`config.mk`:
```
export PLATFORM = sky130hd
export DESIGN_NAME = gps_taylor_cell
export DESIGN_NICKNAME = d
export VERILOG_FILES = /design/src/rtl/gps_pkg.sv /design/src/rtl/gps_taylor_cell.sv
export SDC_FILE = /design/constraint.sdc
export NUM_CORES = 2
export LEC_CHECK = 0
export ABC_AREA = 1
export BUFFER_PORTS_ARGS = -buffer_cell sky130_fd_sc_hd__buf_2
export CORE_ASPECT_RATIO = 0.9
export CORE_MARGIN = 4
export CORE_UTILIZATION = 35
export CTS_BUF_LIST = sky130_fd_sc_hd__clkbuf_4
export CTS_CLUSTER_DIAMETER = 200
export DETAILED_ROUTE_END_ITERATION = 6
export GPL_TIMING_DRIVEN = 0
export PLACE_DENSITY = 0.51
export SYNTH_ARGS = -nofsm -noshare
export SYNTH_HDL_FRONTEND = slang
export SYNTH_SLANG_ARGS = --single-unit
```
`constraint.sdc`:
```
create_clock -name clk -period 9.25 [get_ports clk]
set_input_delay 0.4625 -clock clk [delete_from_list [all_inputs] [get_ports clk]]
set_output_delay 0.4625 -clock clk [all_outputs]
set_load 0.05 [all_outputs]
```
`src/rtl/gps_pkg.sv`:
```
package gps_pkg;

  localparam int GPS_INDEX_BITS = 16;
  localparam int GPS_FRAC_BITS  = 16;

  localparam int SD_BITS      = 31;
  localparam int E_BITS       = 31;
  localparam int TAYLOR_TERMS = 12;
  localparam int AB_QBITS     = 34;
  localparam int P_QBITS      = 61;

  localparam logic [E_BITS-1:0] Q30_ONE          = 31'h4000_0000;
  localparam logic [30:0]       INV_SQRT_2PI_Q32 = 31'd1713444047;

  localparam logic [1:0] CFG_MEAN  = 2'd0;
  localparam logic [1:0] CFG_STD   = 2'd1;
  localparam logic [1:0] CFG_COUNT = 2'd2;

  typedef enum logic [1:0] {
    ST_OK      = 2'd0,
    ST_SAT     = 2'd1,
    ST_INVALID = 2'd2
  } gps_status_t;

  typedef struct packed {
    logic        invalid;
    logic        sat;
    logic [31:0] x;
  } gps_side_t;

  // floor(2^32 / k)
  function automatic logic [32:0] gps_recip(input int k);
    logic [32:0] res;
    case (k)
      1:       res = 33'h1_0000_0000;
      2:       res = 33'd2147483648;
      3:       res = 33'd1431655765;
      4:       res = 33'd1073741824;
      5:       res = 33'd858993459;
      6:       res = 33'd715827882;
      7:       res = 33'd613566756;
      8:       res = 33'd536870912;
      9:       res = 33'd477218588;
      10:      res = 33'd429496729;
      11:      res = 33'd390451572;
      12:      res = 33'd357913941;
      default: res = '0;
    endcase
    return res;
  endfunction

endpackage

```
`src/rtl/gps_taylor_cell.sv`:
```
module gps_taylor_cell #(
  parameter int K = 1
) (
  input  logic                clk,
  input  logic                rst_n,
  input  logic                in_valid,
  input  logic [30:0]         in_v,
  input  logic [30:0]         in_e,
  input  gps_pkg::gps_side_t  in_side,
  output logic                out_valid,
  output logic [30:0]         out_v,
  output logic [30:0]         out_e,
  output gps_pkg::gps_side_t  out_side
);
  import gps_pkg::*;

  localparam logic [61:0] HALF_K = 62'(K) << 29;
  localparam logic [32:0] RECIP  = gps_recip(K);

  // stage 1: v*e
  logic        s1_valid_r;
  logic [61:0] s1_prod_r;
  logic [30:0] s1_v_r;
  gps_side_t   s1_side_r;

  // stage 2: w = round term / 2^30, w * recip(K)
  logic [61:0] wsum;
  logic [31:0] w_nxt;
  logic        s2_valid_r;
  logic [31:0] s2_w_r;
  logic [64:0] s2_mq_r;
  logic [30:0] s2_v_r;
  gps_side_t   s2_side_r;

  // stage 3: quotient correction, e = 1 - t
  logic [32:0] t0;
  logic [36:0] tk;
  logic [36:0] rem;
  logic [33:0] t;
  logic [30:0] e_nxt;
  logic        s3_valid_r;
  logic [30:0] s3_e_r;
  logic [30:0] s3_v_r;
  gps_side_t   s3_side_r;

  always_comb begin
    wsum  = s1_prod_r + HALF_K;
    w_nxt = wsum[61:30];
    t0    = s2_mq_r[64:32];
    tk    = 37'(t0) * 37'(K);
    rem   = 37'(s2_w_r) - tk;
    t     = (rem >= 37'(K)) ? 34'(t0) + 34'd1 : 34'(t0);
    e_nxt = (t >= 34'(Q30_ONE)) ? '0 : 31'(34'(Q30_ONE) - t);
  end

  always_ff @(posedge clk) begin
    if (!rst_n) begin
      s1_valid_r <= 1'b0;
      s2_valid_r <= 1'b0;
      s3_valid_r <= 1'b0;
    end else begin
      s1_valid_r <= in_valid;
      s2_valid_r <= s1_valid_r;
      s3_valid_r <= s2_valid_r;
    end
  end

  always_ff @(posedge clk) begin
    s1_prod_r <= 62'(in_v) * 62'(in_e);
    s1_v_r    <= in_v;
    s1_side_r <= in_side;
    s2_w_r    <= w_nxt;
    s2_mq_r   <= 65'(w_nxt) * 65'(RECIP);
    s2_v_r    <= s1_v_r;
    s2_side_r <= s1_side_r;
    s3_e_r    <= e_nxt;
    s3_v_r    <= s2_v_r;
    s3_side_r <= s2_side_r;
  end

  assign out_valid = s3_valid_r;
  assign out_v     = s3_v_r;
  assign out_e     = s3_e_r;
  assign out_side  = s3_side_r;

endmodule

```
# Word level (Yosys, flattened, before mapping)
# Cells that the tools add are included.
totals:
  regBits: 323
  in_bits: 99
  output_inout_bits: 97
classes:
  addsub: 4
  mul: 1
  magnitude_cmp: 2
  muxes: 1
ops:
  columns: ["operator", "n"]
  rows:
  - ["62-bit by 30-bit adder with 62-bit output (second input constant)", 1]
  - ["31-bit by 31-bit multiplier with 62-bit output", 1]
  - ["37-bit by 1-bit >= comparator with 1-bit output (second input constant)", 1]
  - ["32-bit by 1-bit adder with 33-bit output (second input constant)", 1]
  - ["33-bit by 31-bit >= comparator with 1-bit output (second input constant)", 1]
  - ["33-bit two-way mux", 1]
  - ["32-bit by 32-bit subtractor with 33-bit output", 1]
  - ["31-bit subtractor (first input constant)", 1]

# Logic depth before layout (Yosys ltp)
logic_depth:
  depth_word: 4
  depth_mapped: 32
  mapped_depth_nobuf: 31

# Least setup slack after synthesis
# OpenSTA, ideal clock, no wires.
synth_timing:
  path_type: "input-to-reg"
  start: "in in_e[4]"
  end: "reg s1_prod_r[58]"
  setup_time_ps: 112
  arrival_ps: 6170
  slack_ps: 2967
  stages: 26
  n_path_buf: 1
  path_cell_list: "clkbuf_1 > nand2_1 > fa_1 > inv_1 > fa_1 > fa_1 > inv_1 > fa_1 > inv_1 > fa_1 > fa_1 > fa_1 > inv_1 > fa_1 > inv_1 > ha_1 > nand2_1 > inv_1 > a21oi_1 > o21ai_0 > a21oi_1 > nor2_1 > nor2_1 > nand2_1 > nand2_1 > nand2_1"
synth_via:
  elab_chain_len: 1
synth_rtl:
  columns: ["item", "line", "source"]
  rows:
  - ["from (decl)", "gps_taylor_cell.sv:8", "input logic [30:0] in_e,"]
  - ["31-bit by 31-bit multiplier with 62-bit output", "gps_taylor_cell.sv:69", "s1_prod_r <= 62'(in_v) * 62'(in_e);"]
  - ["to (signal assigned)", "gps_taylor_cell.sv:69", null]
  - ["to (decl)", "gps_taylor_cell.sv:22", "logic [61:0] s1_prod_r;"]
# Every way passes these cells.
# A chain may end at the register's enable or synchronous reset.

# Final worst setup path
layout_timing:
  start: "in in_v[1]"
  end: "reg s1_prod_r[58]"
layout_via:
  elab_chain_len: 1
layout_rtl:
  columns: ["item", "line", "source"]
  rows:
  - ["from (decl)", "gps_taylor_cell.sv:7", "input logic [30:0] in_v,"]
  - ["31-bit by 31-bit multiplier with 62-bit output", "gps_taylor_cell.sv:69", null]
# Every way passes these cells.

==> impl_metrics.csv <==
group,metric,value,unit
status,status,"complete, no violations",
synthesis,yosys.area.top_type_share,0.416,
cts,cts_setup_buffers,0,
sta,max_clock_freq,124,MHz
cts,numClockSinks,294,
placement,finalWeightedCongestion,0.983,
critical_path,critPathCaptureType,"register",
detailed_routing,drc_errors,0,
detailed_routing,dr.pass1.iters,6,
sta,slew-limit-headroom,0.0217,
global_routing,antenna_found_initial,14,
synthesis,ys_seq_area_frac,0.146,
global_routing,grt_pass1_wl,222000,um
cts,cts-hold-fix-buffers,69,
synthesis,synth_area,40200,um2
sta,rsz0062_at_grt,"no",
layout,regArea,5890,um2
die,fp.coreArea,114000,um2
detailed_routing,ant_nets,0,
global_routing,grt_max_degree,14,
synthesis,yosysMostFrequentCell,"inv_1",
min_path,hold_end,"s1_side_r[0]",
placement,hpwl,125000,um
layout,fillCellCount,11900,
critical_path,worstRegToRegCells,9,
critical_path,crit_path_frequent_cell,"fa_1",
synthesis,synth_area_leader_cell,"fa_1",
die,die_area,120000,um2
critical_path,crit_fanout,10,
critical_path,path_class,"primary input to register",
synthesis,synth_ff_type,"dfxtp_1",
layout,nNetsFinal,6522,
critical_path,rr_startpoint,"s1_prod_r[30]",
sta,hold_violations,0,
layout,syn_to_final_growth,10.9,%
critical_path,cpPeakStageDelay,0.73,ns
cts,cts_buffers,76,
global_routing,grt_usage,0.258,
sta,period_minus_slack,8.04,ns
synthesis,synth_top_cells_by_count,"1534 x inv_1, 1304 x nand2_1, 836 x fa_1",
run,timing.max_cap.violations,0,
synthesis,ys_top_cells_by_area,"fa_1 42%, dfxtp_1 15%, inv_1 14%",
placement,io_buffers,195,
synthesis,synthDistinctLibCells,38,
cts,cts-htree-levels,3,
sta,clock_skew,0.103,ns
cts,cts_tree,"built",
global_routing,grt_pass1_vias,34000,
critical_path,regToRegEndpoint,"s2_mq_r[59]",
critical_path,worstSetupStartpointType,"primary input",
min_path,hold_class,"primary input to register",
synthesis,synth_nets,6180,
cts,clock_path_buffers,3,
die,die_h,330,um
synthesis,synth_cells,4991,
layout,drive_gt1_frac,0.0606,
sta,drv_slew,0,
synthesis,async_flop_share,0,
detailed_routing,num_vias,32600,
critical_path,cpMaxStageDelayCell,"clkbuf_1",
min_path,holdPathStages,2,
detailed_routing,wl_per_cell,22.0,um
detailed_routing,first_iter_violations,2959,
critical_path,worstSetupStartpoint,"in_v[1]",
die,start_util,0.354,
detailed_routing,routed_via_density,4.75,
critical_path,cp_data_arrival_time,8.80,ns
sta,fin_tns_setup,0,ns
cts,ctsResizeCount,0,
die,die_w,365,um
cts,clk_latency,1.01,ns
sta,period_share,0.869,
critical_path,r2r_setup_slack,7.33,ns
synthesis,synth-seq-cells,294,
die,row_count,117,
detailed_routing,wirelength,151000,um
synthesis,synth-edff-count,0,
sta,setup_viol_count_final,0,
cts,cts_root_buf,"clkbuf_4",
synthesis,avgSynthCellArea,8.06,um2
critical_path,required,10.01,ns
layout,multi_input_area,27900,um2
min_path,min_from,"in_side[0]",
die,ioPinCount,196,
sta,tightest_slew,1.47,ns
cts,clk_pin_slew,0.06,ns
synthesis,synth-warning-count,0,
global_routing,grt_overflow,0,
kinds of logic after synthesis:
kind of cell	share of synthesized area
DFF	0.146
adders and majority gates	0.495
and+or+nand+nor	0.162
xor gates and xnor gates	0.0105
buffers and inverters	0.161
AOI/OAI and AO/OA	0.0254
cell type report:
cell class	count	share of cell area
antenna	15	0.000842
buffer	188	0.0159
sequential	294	0.132
inverter	1534	0.129
clock inverter	17	0.00213
tap	1487	0.0417
multi-input combinational	2975	0.625
clock buffer	94	0.0158
timing repair buffer	264	0.0374
layer usage:
metal	wire length, um	global-route usage	vias to the layer above
met5	0	0	-
met4	6820	0.0982	0
met3	16200	0.0660	270
met2	64500	0.390	1478
met1	63500	0.354	16200
li1	-	-	14700
registers in the layout, summed over array words and instances, names as in the netlist:
name and flops:
s1_valid_r 1, s1_v_r 31, out_v 31, out_side 34, s2_valid_r 1, out_e 31, out_valid 1, s1_prod_r 33
s2_v_r 31, s2_mq_r 32, s1_side_r 34, s2_side_r 34
worst max-delay path by stage:
| stage | slack, ns | to | cells after the start |
|---|---|---|---|
| floorplan | 2.97 | s1_prod_r[58] | 26 |
| global placement | 0.98 | s1_prod_r[58] | 26 |
| detailed placement | 0.99 | s1_prod_r[58] | 26 |
| CTS | 1.41 | s1_prod_r[58] | 27 |
| global route | 1.14 | s1_prod_r[52] | 29 |
| finish | 1.21 | s1_prod_r[58] | 26 |
placed cells by master (no fill, tap or decap), types with 2 or more instances in the layout:
cell type         n
inv_1          1534
nand2_1        1304
fa_1            836
dfxtp_1         294
ha_1            254
nor2_1          202
buf_2           195
clkbuf_1        181
a21oi_1          98
clkbuf_4         94
dlygate4sd3_1    69
o21ai_0          66
nand3_1          66
xor2_1           30
nor3_1           29
xnor2_1          18
diode_2          15
nand4_1          12
o21a_1           10
clkinv_1          7
o21bai_1          5
nor2_4            5
nor2_2            5
nor4_1            5
buf_1             4
a21o_1            4
inv_6             4
clkbuf_2          3
nand3b_1          3
nand3_2           3
clkinv_2          3
a21boi_0          2
nand2_2           2
nor4_2            2
nand4_4           2
a211oi_1          2
clkinvlp_4        2
metrics by stage:
stage          instance area (um2)  setup WS [ns]   util  hold WS [ns]  instances
2_1_floorplan                40200           2.97      -         0.310       4991
3_3_place_gp                 43100          0.979  0.379         0.310       6673
3_5_place_dp                 43100          0.995  0.379         0.312       6673
4_1_cts                      44600           1.41  0.392       0.00959       6853
5_1_grt                      44600           1.14  0.392        0.0597       6860
6_report                     44600           1.21  0.393         0.181       6868
worst max-delay path, delay by kind of cell:
| kind | cells | cell delay [ns] |
|---|---|---|
| buf+inv | 8 | 2.49 |
| fa+ha+maj | 9 | 4.28 |
| simple gates | 7 | 0.92 |
| compound gates | 2 | 0.60 |
Power is left out: the tool's default activity adds up to more than one toggle a clock period on the data nets, which glitch-free logic cannot reach.
