### src/rtl/gps_pkg.sv
package gps_pkg;

  localparam int GPS_INDEX_BITS = 16;
  localparam int GPS_FRAC_BITS  = 16;

  localparam int SD_BITS      = 31;
  localparam int E_BITS       = 31;
  localparam int TAYLOR_TERMS = 12;
  localparam int AB_QBITS     = 34;
  localparam int P_QBITS      = 61;

  localparam logic [E_BITS-1:0] Q30_ONE          = 31'h4000_0000;
  localparam logic [30:0]       INV_SQRT_2PI_Q32 = 31'd1713444047;

  localparam logic [1:0] CFG_MEAN  = 2'd0;
  localparam logic [1:0] CFG_STD   = 2'd1;
  localparam logic [1:0] CFG_COUNT = 2'd2;

  typedef enum logic [1:0] {
    ST_OK      = 2'd0,
    ST_SAT     = 2'd1,
    ST_INVALID = 2'd2
  } gps_status_t;

  typedef struct packed {
    logic        invalid;
    logic        sat;
    logic [31:0] x;
  } gps_side_t;

  // floor(2^32 / k)
  function automatic logic [32:0] gps_recip(input int k);
    logic [32:0] res;
    case (k)
      1:       res = 33'h1_0000_0000;
      2:       res = 33'd2147483648;
      3:       res = 33'd1431655765;
      4:       res = 33'd1073741824;
      5:       res = 33'd858993459;
      6:       res = 33'd715827882;
      7:       res = 33'd613566756;
      8:       res = 33'd536870912;
      9:       res = 33'd477218588;
      10:      res = 33'd429496729;
      11:      res = 33'd390451572;
      12:      res = 33'd357913941;
      default: res = '0;
    endcase
    return res;
  endfunction

endpackage

### src/rtl/gps_div_cell.sv
module gps_div_cell #(
  parameter int DW = 8,
  parameter int QW = 8
) (
  input  logic                clk,
  input  logic                rst_n,
  input  logic                in_valid,
  input  logic [DW-1:0]       in_rem,
  input  logic [QW-1:0]       in_word,
  input  gps_pkg::gps_side_t  in_side,
  input  logic [DW-1:0]       divisor,
  output logic                out_valid,
  output logic [DW-1:0]       out_rem,
  output logic [QW-1:0]       out_word,
  output gps_pkg::gps_side_t  out_side
);
  import gps_pkg::*;

  logic [DW:0]   trial;
  logic          fit;
  logic [DW-1:0] rem_nxt;
  logic [QW-1:0] word_nxt;

  logic          valid_r;
  logic [DW-1:0] rem_r;
  logic [QW-1:0] word_r;
  gps_side_t     side_r;

  always_comb begin
    trial    = {in_rem, in_word[QW-1]};
    fit      = trial >= {1'b0, divisor};
    rem_nxt  = fit ? DW'(trial - {1'b0, divisor}) : trial[DW-1:0];
    word_nxt = {in_word[QW-2:0], fit};
  end

  always_ff @(posedge clk) begin
    if (!rst_n) begin
      valid_r <= 1'b0;
    end else begin
      valid_r <= in_valid;
    end
  end

  always_ff @(posedge clk) begin
    rem_r  <= rem_nxt;
    word_r <= word_nxt;
    side_r <= in_side;
  end

  assign out_valid = valid_r;
  assign out_rem   = rem_r;
  assign out_word  = word_r;
  assign out_side  = side_r;

endmodule

### src/rtl/gps_divider.sv
module gps_divider #(
  parameter int DW = 8,
  parameter int QW = 8
) (
  input  logic                clk,
  input  logic                rst_n,
  input  logic                in_valid,
  input  logic [DW+QW-1:0]    in_num,
  input  gps_pkg::gps_side_t  in_side,
  input  logic [DW-1:0]       divisor,
  output logic                out_valid,
  output logic [QW-1:0]       out_quot,
  output logic [DW-1:0]       out_rem,
  output gps_pkg::gps_side_t  out_side
);
  import gps_pkg::*;

  logic          vld  [0:QW];
  logic [DW-1:0] rem  [0:QW];
  logic [QW-1:0] word [0:QW];
  gps_side_t     side [0:QW];

  assign vld[0]  = in_valid;
  assign rem[0]  = in_num[DW+QW-1:QW];
  assign word[0] = in_num[QW-1:0];
  assign side[0] = in_side;

  for (genvar g = 0; g < QW; g++) begin : g_cell
    gps_div_cell #(
      .DW(DW),
      .QW(QW)
    ) u_cell (
      .clk      (clk),
      .rst_n    (rst_n),
      .in_valid (vld[g]),
      .in_rem   (rem[g]),
      .in_word  (word[g]),
      .in_side  (side[g]),
      .divisor  (divisor),
      .out_valid(vld[g+1]),
      .out_rem  (rem[g+1]),
      .out_word (word[g+1]),
      .out_side (side[g+1])
    );
  end

  assign out_valid = vld[QW];
  assign out_quot  = word[QW];
  assign out_rem   = rem[QW];
  assign out_side  = side[QW];

endmodule

### config.mk
export PLATFORM = sky130hd
export DESIGN_NAME = gps_divider
export DESIGN_NICKNAME = d
export VERILOG_FILES = /design/src/rtl/gps_pkg.sv /design/src/rtl/gps_div_cell.sv /design/src/rtl/gps_divider.sv
export SDC_FILE = /design/constraint.sdc
export NUM_CORES = 1
export LEC_CHECK = 0
export BUFFER_PORTS_ARGS = -buffer_cell sky130_fd_sc_hd__buf_2
export CORE_ASPECT_RATIO = 1.25
export CORE_MARGIN = 5
export CORE_UTILIZATION = 52
export CTS_BUF_LIST = sky130_fd_sc_hd__clkbuf_4 sky130_fd_sc_hd__clkbuf_8 sky130_fd_sc_hd__clkbuf_16
export CTS_CLUSTER_DIAMETER = 50
export DETAILED_ROUTE_END_ITERATION = 8
export PLACE_DENSITY_LB_ADDON = 0.25
export SLEW_MARGIN = 25
export SYNTH_ARGS = -nofsm -noshare
export SYNTH_HDL_FRONTEND = slang
export SYNTH_SLANG_ARGS = --single-unit
### constraint.sdc
create_clock -name clk -period 2.2 [get_ports clk]
set_input_delay 0.11 -clock clk [delete_from_list [all_inputs] [get_ports clk]]
set_output_delay 0.11 -clock clk [all_outputs]
set_load 0.05 [all_outputs]
## Yosys cells after proc, flatten, opt, wreduce, memory -nomap -nowiden

Cells that the tools add are included.
Widths: inputs -> output; s select.

| word-level totals | value |
|---|---|
| output and inout port bits | 51 |
| input bits | 61 |
| register bits | 408 |
| word-level logic and storage cells | 72 |

| cells by class | value |
|---|---|
| mux-type cells | 8 |
| add/sub/neg operators | 8 |
| $lt $le $gt $ge | 8 |

Operators by type and width:

| kind | count |
|---|---|
| $ge 9x8->1 | 8 |
| $mux 8 | 8 |
| $sub 8x8->8 | 8 |

## Depth between registers and ports, before layout

Gate-level depths: netlist of run 1.

| logic depth | value |
|---|---|
| depth after elaboration | 2 |
| depth in mapped cells | 8 |
| depth with buffers taken out | 8 |

## Modules after synthesis

From an unflattened synthesis of run 1, not the netlist that was laid out.

| second synthesis, totals | value |
|---|---|
| cells, all modules | 961 |
| area total of the unflattened synthesis | 12418.2 µm² |

Modules (own cells, without submodules):

| module | cells each | times used | area each (µm²) |
|---|---|---|---|
| gps_div_cell (g_cell[2].u_cell ...) | 121 | 5 | 1547.7 |
| gps_div_cell (g_cell[0].u_cell ...) | 118 | 2 | 1566.5 |
| gps_div_cell (g_cell[4].u_cell) | 120 | 1 | 1546.5 |

## Least setup slack after synthesis of run 1

No wires, ideal clock.

| timing path | value |
|---|---|
| path kind | flip-flop to flip-flop |
| from | reg g_cell[5].u_cell.rem_r[2] |
| to | reg g_cell[6].u_cell.rem_r[2] |
| data arrival time | 2012 ps |
| slack | 68 ps |
| data required time | 2079 ps |
| clock period less this slack | 2132 ps |
| path buffers | 0 |
| stages on the path, launching flop included | 7 |
| path through | dfxtp_1 ha_1 a21o_1 a21oi_2 a31oi_1 a2111oi_4 mux2_2 |

| between the ends | value |
|---|---|
| cells in the longest elaborated chain, start to end | 2 |

RTL lines:

| element | line | source |
|---|---|---|
| from (decl) | gps_div_cell.sv:25 | `logic [DW-1:0] rem_r;` |
| from (signal assigned) | gps_div_cell.sv:45 | `rem_r <= rem_nxt;` |
| $ge 9x8->1 | gps_div_cell.sv:31 | `fit = trial >= {1'b0, divisor};` |
| $mux 8 | gps_div_cell.sv:32 | `rem_nxt = fit ? DW'(trial - {1'b0, divisor}) : trial[DW-1:0];` |
| named net g_cell[6].u_cell.rem_nxt[2] | gps_div_cell.sv:21 | `logic [DW-1:0] rem_nxt;` |
| to (signal assigned) | gps_div_cell.sv:45 |  |
| to (decl) | gps_div_cell.sv:25 |  |

The timed path passes the listed nets, and every way through them passes these cells.
A chain may end at the register's enable or synchronous reset.

## Final worst setup path of run 1

| timing path | value |
|---|---|
| from | reg g_cell[6].u_cell.word_r[7] |
| to | reg g_cell[7].u_cell.rem_r[6] |

| between the ends | value |
|---|---|
| cells in the longest elaborated chain, start to end | 2 |
| elaborated cells between the ends (all ways) | 3 |
| classes of those cells | add/sub (1); order compare (1); mux (1) |

RTL lines:

| element | line | source |
|---|---|---|
| from (decl) | gps_div_cell.sv:26 | `logic [QW-1:0] word_r;` |
| from (signal assigned) | gps_div_cell.sv:46 | `word_r <= word_nxt;` |
| $sub 8x8->8 or $ge 9x8->1 (tied branches) | gps_div_cell.sv:32, gps_div_cell.sv:31 |  |
| $mux 8 * | gps_div_cell.sv:32 |  |
| named net g_cell[7].u_cell.rem_nxt[6] | gps_div_cell.sv:21 |  |
| to (signal assigned) | gps_div_cell.sv:45 |  |
| to (decl) | gps_div_cell.sv:25 |  |

The timed path passes the listed nets; every way through them passes the cells marked *.

==> results of run 1 <==
cell families after synthesis:
kind of cell,after synthesis,share of synthesized area [%]
AND/OR/NAND/NOR,123,5.509
adder cells (fa/ha/maj),72,8.152
AO/OA/AOI/OAI,140,8.449
multiplexers,56,5.159
buffers and inverters,44,1.433
flip-flops,408,69.29
XOR/XNOR,27,2.006
cell type report:
class | count | area share, %
clock buffer | 53 | 7.411
clock inverter | 11 | 0.9837
inverter | 38 | 0.9503
multi-input combinational | 418 | 23.08
sequential | 408 | 54.42
tap | 283 | 2.359
timing repair buffer | 230 | 10.80
tightest hold or removal path: stages:
cell and delay, ns:
buf_2 0.25, ha_1 0.18, mux2i_1 0.06
flip-flops by register name, indices dropped and copies added (netlist names):
register                 count
g_cell.u_cell.out_rem       64
g_cell.u_cell.out_valid      8
g_cell.u_cell.out_word      64
g_cell.u_cell.out_side     272
report_power, final:
part           switching (W)  total [W]  leakage (nW)  internal [W]
combinational        0.00307    0.00615          2.65       0.00307
clock                0.00262    0.00643         0.623       0.00381
sequential          0.000456    0.00898          3.44       0.00852
total                0.00615     0.0216          6.71        0.0154
cell usage after synthesis (5+ instances only):
cell | count | area (um^2)
dfxtp_1 | 408 | 8168
ha_1 | 64 | 800.8
inv_1 | 38 | 142.6
mux2_2 | 38 | 427.9
o21ai_0 | 35 | 175.2
nor2_1 | 31 | 116.4
a21oi_1 | 25 | 125.1
mux2i_1 | 18 | 180.2
xnor2_1 | 18 | 157.7
a21o_1 | 16 | 120.1
nand2_1 | 16 | 60.06
nand3_1 | 15 | 75.07
nor2b_1 | 15 | 93.84
nand2b_1 | 14 | 87.58
o21a_1 | 12 | 90.09
xor2_1 | 9 | 78.83
and2_1 | 8 | 50.05
fa_1 | 8 | 160.2
o31a_1 | 7 | 61.31
a211oi_1 | 6 | 45.04
a21boi_0 | 6 | 45.04
nor3_1 | 6 | 30.03
o211ai_1 | 6 | 45.04
a31oi_1 | 5 | 31.28
or4_1 | 5 | 37.54
placed cells by master, fill, tap and decap left out, drive strengths merged, types with 14 or more instances in the layout:
master and instances:
inv 43, ha 64, a21oi 27, nor2 31, nand2 16, o21ai 37
buf 178, mux2 38, dlygate4sd3 52, a21o 16, nand2b 14, xnor2 18
dfxtp 408, nand3 15, nor2b 15, clkbuf 53, mux2i 18
how the worst max path moves through the flow:
stage | from | endpoint | cells after the start
6_report | g_cell[6].u_cell.out_word[7]$_DFF_P_ | g_cell[7].u_cell.out_rem[6]$_DFF_P_ | 8
5_1_grt | g_cell[1].u_cell.out_rem[3]$_DFF_P_ | g_cell[2].u_cell.out_rem[3]$_DFF_P_ | 6
4_1_cts | g_cell[6].u_cell.out_rem[2]$_DFF_P_ | g_cell[7].u_cell.out_rem[4]$_DFF_P_ | 7
3_5_place_dp | divisor[2] | g_cell[6].u_cell.out_rem[2]$_DFF_P_ | 9
3_3_place_gp | divisor[2] | g_cell[3].u_cell.out_rem[5]$_DFF_P_ | 8
2_1_floorplan | g_cell[5].u_cell.out_rem[2]$_DFF_P_ | g_cell[6].u_cell.out_rem[2]$_DFF_P_ | 6
layer usage:
layer / part of all wire, % / track usage [%] / wire, um / up-vias
li1: - / - / - / 3517
met1: 42 / 19.63 / 8476 / 3133
met2: 51 / 28.54 / 10270 / 144
met3: 5.4 / 3.325 / 1097 / 31
met4: 2.1 / 5.754 / 430 / 0
met5: 0 / 0 / 0 / -
stage by stage:
step | std cells | total power [W] | hold slack, ns
2_1_floorplan | 870 | 0.01335 | 0.1377
6_report | 1441 | 0.02156 | 0.1477
4_1_cts | 1440 | 0.02175 | 0.1565
3_5_place_dp | 1324 | 0.01515 | 0.2136
5_1_grt | 1441 | 0.02279 | 0.1533
3_3_place_gp | 1324 | 0.01504 | 0.2124
repair_timing:
action                     CTS  global route
setup endpoints to repair    0            15
hold endpoints to repair    57             0
hold buffers                52             0
setup buffers                0             1
gates resized for setup      0             3
==> impl_metrics.ini, run 1 <==
[clocking]
cts_root_buffer = clkbuf_16
cts_sinks = 408
path_clk_slew_ns = 0.06
clk_latency_ns = 0.52
cts_max_level = 2
cts_max_path_buffers = 3
cts_buffers = 39
cts_tree = built

[floorplan]
die_area_mm2 = 0.02580
start_util_pct = 52.89
dieHeight_um = 178.3
io_pins = 112
core-area_mm2 = 0.02229
rows = 61
die_x_um = 144.7

[cells_and_area]
post-route-util_pct = 67.35
antenna_cells = 0
ff_latch_area_mm2 = 0.008168
fillers = 1621
area_delta_synth_final_pct = 27.33
drive_gt1_share_pct = 25.65
design_area_mm2 = 0.01501
multi_input_area_mm2 = 0.003465
nNetsFinal = 1268

[sta]
setup_tns_ns = 0
post-route-period-util_pct = 96.68
skew_ns = 0.01364
setup_viol = 0
slew_viol_final = 0
max_slew_margin_pct = 66.57
rsz0062_at_grt = no
fin_ws_ns = 0.07299
maxClockFrequency_mhz = 470.1
max_slew.worst_pin.slew_ns = 0.5015
timing.final.hold_violations = 0
period_minus_slack_ns = 2.127

[worst_setup_path]
cp_slowest_stage_delay_ns = 0.61
cp.required_ns = 2.66
r2r_cells = 8
path_cells = inv_1, ha_1, fa_1, nor2b_1, o31a_1, or4b_2, nand3_1, mux2_2
reg2reg_to = g_cell[7].u_cell.out_rem[6]$_DFF_P_
crit_path_end_kind = register
crit_arrival_ns = 2.58
reg2reg_slack_ns = 0.07
worst-setup-path-type = reg2reg
path_delay_family = simple AND/OR/NAND/NOR gates
crit_slowest_cell = or4b_2
timing.rr.start = g_cell[6].u_cell.out_word[7]$_DFF_P_
path_max_fanout = 3
cp-start-kind = register
crit_buf_inv = 1

[place]
post_dp_cell_area_mm2 = 0.01320
place_congestion = 0.8461
portBuffers = 111
dp_hpwl_mm = 13.86
pre_cts_slack_ns = -0.09312

[min_path]
worstHoldStart = divisor[0]
hold_class = in2reg
worstHoldEndpoint = g_cell[0].u_cell.out_rem[0]$_DFF_P_
hold_depth = 3

[power_and_ir_drop]
p_per_area_mw_per_mm2 = 1436
p_leak_nw = 6.706
peakVddDrop_mv = 0.9637

[synth]
async_reset_ff_share_pct = 0
synth-seq-cells = 408
ys_seq_area_share_pct = 69.29
synth_cells = 870
avgSynthCellArea_um2 = 13.55
synth.distinct_cells = 44
synth.cell_area_mm2 = 0.01179
synthFlopType = dfxtp_1
synth_nets = 1003
yosysWarningCount = 0
synth_edf_count = 0

[global_route]
grt_pass1_wl_mm = 33.33
antenna_found_initial = 0
grt_remaining_overflow = 0
grt_max_degree = 16
grt_pass1_vias = 7040
gr-usage-all-layers_pct = 16.24

[route]
routed_wl_mm = 20.27
antenna_left = 0
first_iter_violations = 208
wl_per_cell_um = 14.07
drc = 0
drtPass1Iterations = 4
via_per_inst = 4.736
dr_total_vias = 6825

[status]
outcome = complete, no violations

[flow_run]
cap_viol_max_count = 0
No activity file was read; power rests on OpenSTA's default activity.
==> run 2, diff against run 1 <==
--- a/config.mk
+++ b/config.mk
@@ -13,6 +13,7 @@
 export CTS_CLUSTER_DIAMETER = 50
 export DETAILED_ROUTE_END_ITERATION = 8
 export PLACE_DENSITY_LB_ADDON = 0.25
+export RECOVER_POWER = 100
 export SLEW_MARGIN = 25
 export SYNTH_ARGS = -nofsm -noshare
 export SYNTH_HDL_FRONTEND = slang
==> run 2 against run 1 <==
Net effect: fmax hardly changed; routed wire length grew 0.42%; register-to-register slack hardly changed; final cell count unchanged; first-iteration DRC count is 0.48% lower; critical path depth unchanged; core utilization decreased by 0.43 points; global-route usage stayed put; hold slack got worse by 0.0034 ns.
==> impl_metrics.ini, run 2 (synthesis results as in run 1) <==
[cells_and_area]
ff_latch_area_mm2 = 0.008168
drive_gt1_share_pct = 20.21
largest_reg_flops = 272
area_delta_synth_final_pct = 26.53
post-route-util_pct = 66.92
fillers = 1666
multi_input_area_mm2 = 0.003457
layout.cells.most_common = dfxtp_1
antenna_cells = 0
design_area_mm2 = 0.01491
nNetsFinal = 1268
mostFrequentLayoutCells = dfxtp_1, ha_1, clkbuf_1

[sta]
max_slew.worst_pin.slew_ns = 0.6435
max_slew_margin_pct = 57.28
fin_ws_ns = 0.07400
skew_ns = 0.01396
rsz0062_at_grt = no
timing.final.hold_violations = 0
setup_viol = 0
maxClockFrequency_mhz = 470.4
post-route-period-util_pct = 96.64
slew_viol_final = 0
period_minus_slack_ns = 2.126

[power_and_ir_drop]
p_per_area_mw_per_mm2 = 1440
peakVddDrop_mv = 0.9478
p_leak_nw = 6.530
total_power_w = 0.02148

[route]
drc = 0
wl_per_cell_um = 14.13
antenna_left = 0
drtPass1Iterations = 4
dr_total_vias = 6819
via_per_inst = 4.732
first_iter_violations = 207
routed_wl_mm = 20.36

[global_route]
grt_max_degree = 16
grt_remaining_overflow = 0
use_met1_pct = 19.63
gr-usage-all-layers_pct = 16.24
grt_busiest_layer = met2
grt_pass1_wl_mm = 33.33
grt_pass1_vias = 7040
use_met2_pct = 28.54
met3_usage_pct = 3.325
antenna_found_initial = 0

[clocking]
cts_root_buffer = clkbuf_16
cts_tree = built
cts_buffers = 39
path_clk_slew_ns = 0.06
cts_sinks = 408
clk_latency_ns = 0.52
cts_max_path_buffers = 3
cts_max_level = 2

[place]
place_congestion = 0.8461
portBuffers = 111
post_dp_cell_area_mm2 = 0.01320
dp_hpwl_mm = 13.86
pre_cts_slack_ns = -0.09312

[flow_run]
cap_viol_max_count = 0

[floorplan]
die_area_mm2 = 0.02580
start_util_pct = 52.89
rows = 61
core-area_mm2 = 0.02229
dieHeight_um = 178.3
io_pins = 112
die_x_um = 144.7

[min_path]
hold_depth = 3
worstHoldStart = divisor[0]
hold_class = in2reg
worstHoldEndpoint = g_cell[0].u_cell.out_rem[0]$_DFF_P_

[worst_setup_path]
worst-setup-path-type = reg2reg
reg2reg_to = g_cell[7].u_cell.out_rem[6]$_DFF_P_
path_max_fanout = 3
cp-start-kind = register
crit_arrival_ns = 2.58
r2r_cells = 8
timing.rr.start = g_cell[6].u_cell.out_word[7]$_DFF_P_
reg2reg_slack_ns = 0.07
cp.required_ns = 2.66
crit_path_end_kind = register

[status]
outcome = complete, no violations
-- run 2: changes by cell type in the layout (fill, tap and decap cells not counted) --
cell	delta
a41oi_2	-1
buf_4	-5
clkbuf_2	+1
a41oi_1	+1
and2_0	+5
clkbuf_1	+62
buf_2	-59
and2_1	-5
clkbuf_4	+1
-- run 2: how the worst max path moves through the flow --
stage,from,endpoint,slack (ns),depth (start not counted)
2_1_floorplan,g_cell[5].u_cell.out_rem[2]$_DFF_P_,g_cell[6].u_cell.out_rem[2]$_DFF_P_,0.07,6
3_3_place_gp,divisor[2],g_cell[3].u_cell.out_rem[5]$_DFF_P_,-0.1,8
3_5_place_dp,divisor[2],g_cell[6].u_cell.out_rem[2]$_DFF_P_,-0.09,9
4_1_cts,g_cell[6].u_cell.out_rem[2]$_DFF_P_,g_cell[7].u_cell.out_rem[4]$_DFF_P_,0.03,7
5_1_grt,g_cell[1].u_cell.out_rem[3]$_DFF_P_,g_cell[2].u_cell.out_rem[3]$_DFF_P_,0.003,6
6_report,g_cell[6].u_cell.out_word[7]$_DFF_P_,g_cell[7].u_cell.out_rem[6]$_DFF_P_,0.07,8
-- run 2: layer usage --
metal	share of wire (%)	up-vias
li1	-	3520
met1	42	3130
met2	51	138
met3	5.2	31
met4	2.1	0
met5	0	-
-- run 2: power by group --
| group | internal [W] | switching (W) |
|---|---|---|
| combinational | 0.00299 | 0.00306 |
| clock | 0.00381 | 0.00262 |
| sequential | 0.00852 | 0.000463 |
-- run 2: through the flow --
step           cells  hold WS, ns  TNS (ns)
2_1_floorplan    870       0.1377         0
4_1_cts         1440       0.1565         0
3_5_place_dp    1324       0.2136    -1.011
3_3_place_gp    1324       0.2124   -0.5834
5_1_grt         1441       0.1533         0
6_report        1441       0.1443         0
-- run 2: area by class of cell --
cell class | count | area share, %
Clock buffer | 53 | 7.458
Timing Repair Buffer | 230 | 10.28
Clock inverter | 11 | 0.9899
Inverter | 38 | 0.9564
Multi-Input combinational cell | 418 | 23.18
Tap cell | 283 | 2.374
Sequential cell | 408 | 54.77
-- run 2: timing repair --
action / in CTS / in global routing
resized for setup: 0 / 3
hold endpoints to repair: 57 / 0
setup endpoints to repair: 0 / 15
hold buffers: 52 / 0
setup buffers: 0 / 1
-- run 2: worst max-delay path, stage by stage, from the launching register on --
cell     delay (ns)
dfxtp_1        0.29
inv_1          0.12
ha_1           0.21
fa_1           0.23
nor2b_1        0.07
o31a_1         0.28
or4b_2         0.61
nand3_1        0.10
mux2_2         0.15
==> run 3, diff against run 2 <==
--- a/config.mk
+++ b/config.mk
@@ -6,7 +6,7 @@
 export NUM_CORES = 1
 export LEC_CHECK = 0
 export BUFFER_PORTS_ARGS = -buffer_cell sky130_fd_sc_hd__buf_2
-export CORE_ASPECT_RATIO = 1.25
+export CORE_ASPECT_RATIO = 1.2
 export CORE_MARGIN = 5
 export CORE_UTILIZATION = 52
 export CTS_BUF_LIST = sky130_fd_sc_hd__clkbuf_4 sky130_fd_sc_hd__clkbuf_8 sky130_fd_sc_hd__clkbuf_16
==> run 3 against run 2 <==
Net effect: hold slack better by 0.038 ns; first-iteration DRC count is 4.8% higher; fmax up 2.4%; critical endpoint is now g_cell[6].u_cell.out_rem[5]$_DFF_P_.
==> impl_metrics.ini, run 3 (synthesis results as in run 1) <==
[worst_setup_path]
worst-setup-path-type = reg2reg
cp-start-kind = register
reg2reg_to = g_cell[6].u_cell.out_rem[5]$_DFF_P_
cp.required_ns = 2.60
r2r_cells = 7
crit_arrival_ns = 2.48
reg2reg_slack_ns = 0.12
path_max_fanout = 7
crit_path_end_kind = register
timing.rr.start = g_cell[5].u_cell.out_rem[1]$_DFF_P_

[power_and_ir_drop]
p_leak_nw = 6.525
peakVddDrop_mv = 0.7208
combPwrFrac_pct = 27.0
p_per_area_mw_per_mm2 = 1462
power_switching_w = 0.006234
seqPwrFrac_pct = 41.2
swShare_pct = 28.61
total_power_w = 0.02179
clockPowerShare_pct = 31.8
internal_power_w = 0.01555

[flow_run]
cap_viol_max_count = 0

[global_route]
grt_pass1_wl_mm = 33.38
antenna_found_initial = 0
grt_pass1_vias = 7095
grt_max_degree = 16
gr-usage-all-layers_pct = 15.92
grt_remaining_overflow = 0

[sta]
setup_tns_ns = 0
max_slew.worst_pin.slew_ns = 0.6734
setup_viol = 0
skew_ns = 0.01381
fin_ws_ns = 0.1241
period_minus_slack_ns = 2.076
timing.final.hold_violations = 0
post-route-period-util_pct = 94.36
maxClockFrequency_mhz = 481.7
slew_viol_final = 0
max_slew_margin_pct = 55.30
rsz0062_at_grt = no

[place]
pre_cts_slack_ns = 0.002294
place_inst = 1302
dp_hpwl_mm = 13.96
post_dp_cell_area_mm2 = 0.01305
portBuffers = 111
place_congestion = 0.8381

[clocking]
path_clk_slew_ns = 0.06
cts_tree = built
cts_root_buffer = clkbuf_16
cts_max_path_buffers = 3
cts_max_level = 2
cts_sinks = 408
cts_buffers = 40
clk_latency_ns = 0.52

[cells_and_area]
antenna_cells = 0
design_area_mm2 = 0.01491
drive_gt1_share_pct = 19.51
nNetsFinal = 1251
area_delta_synth_final_pct = 26.45
stdcell_count = 1427
mostFrequentLayoutCells = dfxtp_1, ha_1, clkbuf_1
largest_reg_flops = 272
layout.cells.most_common = dfxtp_1

[min_path]
hold_class = in2reg
hold_depth = 3
worstHoldStart = divisor[0]
worstHoldEndpoint = g_cell[2].u_cell.out_rem[0]$_DFF_P_

[status]
outcome = complete, no violations

[floorplan]
io_pins = 112
dieHeight_um = 174.9
start_util_pct = 52.69
die_area_mm2 = 0.02579
die_x_um = 147.4
core-area_mm2 = 0.02237
rows = 60

[route]
dr_total_vias = 6840
routed_wl_mm = 20.17
antenna_left = 0
wl_per_cell_um = 14.13
via_per_inst = 4.793
drtPass1Iterations = 4
first_iter_violations = 217
drc = 0
==> run 3: cell types whose count changed in the layout (fill, tap and decap cells not counted), moves of 3 or more <==
cell and delta:
clkbuf_8 +3, and2_1 +5, buf_2 +3, buf_4 -19, clkinv_2 +5, and2_0 -5
==> run 3: timing repair <==
item | CTS | global route
setup endpoints to repair | 0 | 12
hold endpoints to repair | 57 | 0
resized for setup | 0 | 2
hold buffers | 52 | 0
buffers inserted | 0 | 1
==> run 3: worst max path at each step <==
| stage | start | to | slack, ns | depth (start not counted) |
|---|---|---|---|---|
| floorplan | g_cell[5].u_cell.out_rem[2]$_DFF_P_ | g_cell[6].u_cell.out_rem[2]$_DFF_P_ | 0.07 | 6 |
| global placement | divisor[5] | g_cell[0].u_cell.out_rem[6]$_DFF_P_ | 0.02 | 7 |
| detailed placement | divisor[5] | g_cell[0].u_cell.out_rem[5]$_DFF_P_ | 0.002 | 7 |
| CTS | g_cell[6].u_cell.out_rem[2]$_DFF_P_ | g_cell[7].u_cell.out_rem[4]$_DFF_P_ | 0.03 | 7 |
| global route | g_cell[2].u_cell.out_word[7]$_DFF_P_ | g_cell[3].u_cell.out_rem[6]$_DFF_P_ | 0.01 | 7 |
| finish | g_cell[5].u_cell.out_rem[1]$_DFF_P_ | g_cell[6].u_cell.out_rem[5]$_DFF_P_ | 0.12 | 7 |
==> run 3: critical path, cell delays in order (launching register included) <==
cell and delay [ns]:
dfxtp_1 0.34, ha_1 0.24, a21o_1 0.20, a21oi_2 0.17
a31oi_1 0.14, a2111oi_4 0.34, buf_6 0.18, mux2_2 0.34
==> run 3: through the flow <==
step | util (%) | hold slack, ns
after floorplan | - | 0.1377
after global placement | 58.34 | 0.2118
after detailed placement | 58.34 | 0.2136
after CTS | 66.93 | 0.1655
after global routing | 66.63 | 0.1853
final | 66.63 | 0.1824
==> run 3: cell type report <==
class	count	area (um^2)
clock buffers	56	1189
clock inverters	16	212.7
fillers	1653	7466
inverters	38	142.6
multi-input cells	418	3463
flip-flops and latches	408	8168
well taps	279	349.1
repair buffers	212	1381
==> run 3: per-layer routing <==
| layer | track usage, % | share of wire, % |
|---|---|---|
| met4 | 6.177 | 3.0 |
| met5 | 0 | 0 |
| met3 | 3.580 | 4.3 |
| met2 | 29.44 | 53 |
| met1 | 17.69 | 40 |
==> run 3: power groups by stage <==
stage,registers [W],logic [W],clock network [W]
after global placement,0.00911,0.00569,0
after floorplan,0.00953,0.00381,0
after global routing,0.00908,0.00649,0.00748
after detailed placement,0.00913,0.00583,0
after CTS,0.00898,0.00595,0.00711
final,0.00897,0.00589,0.00693
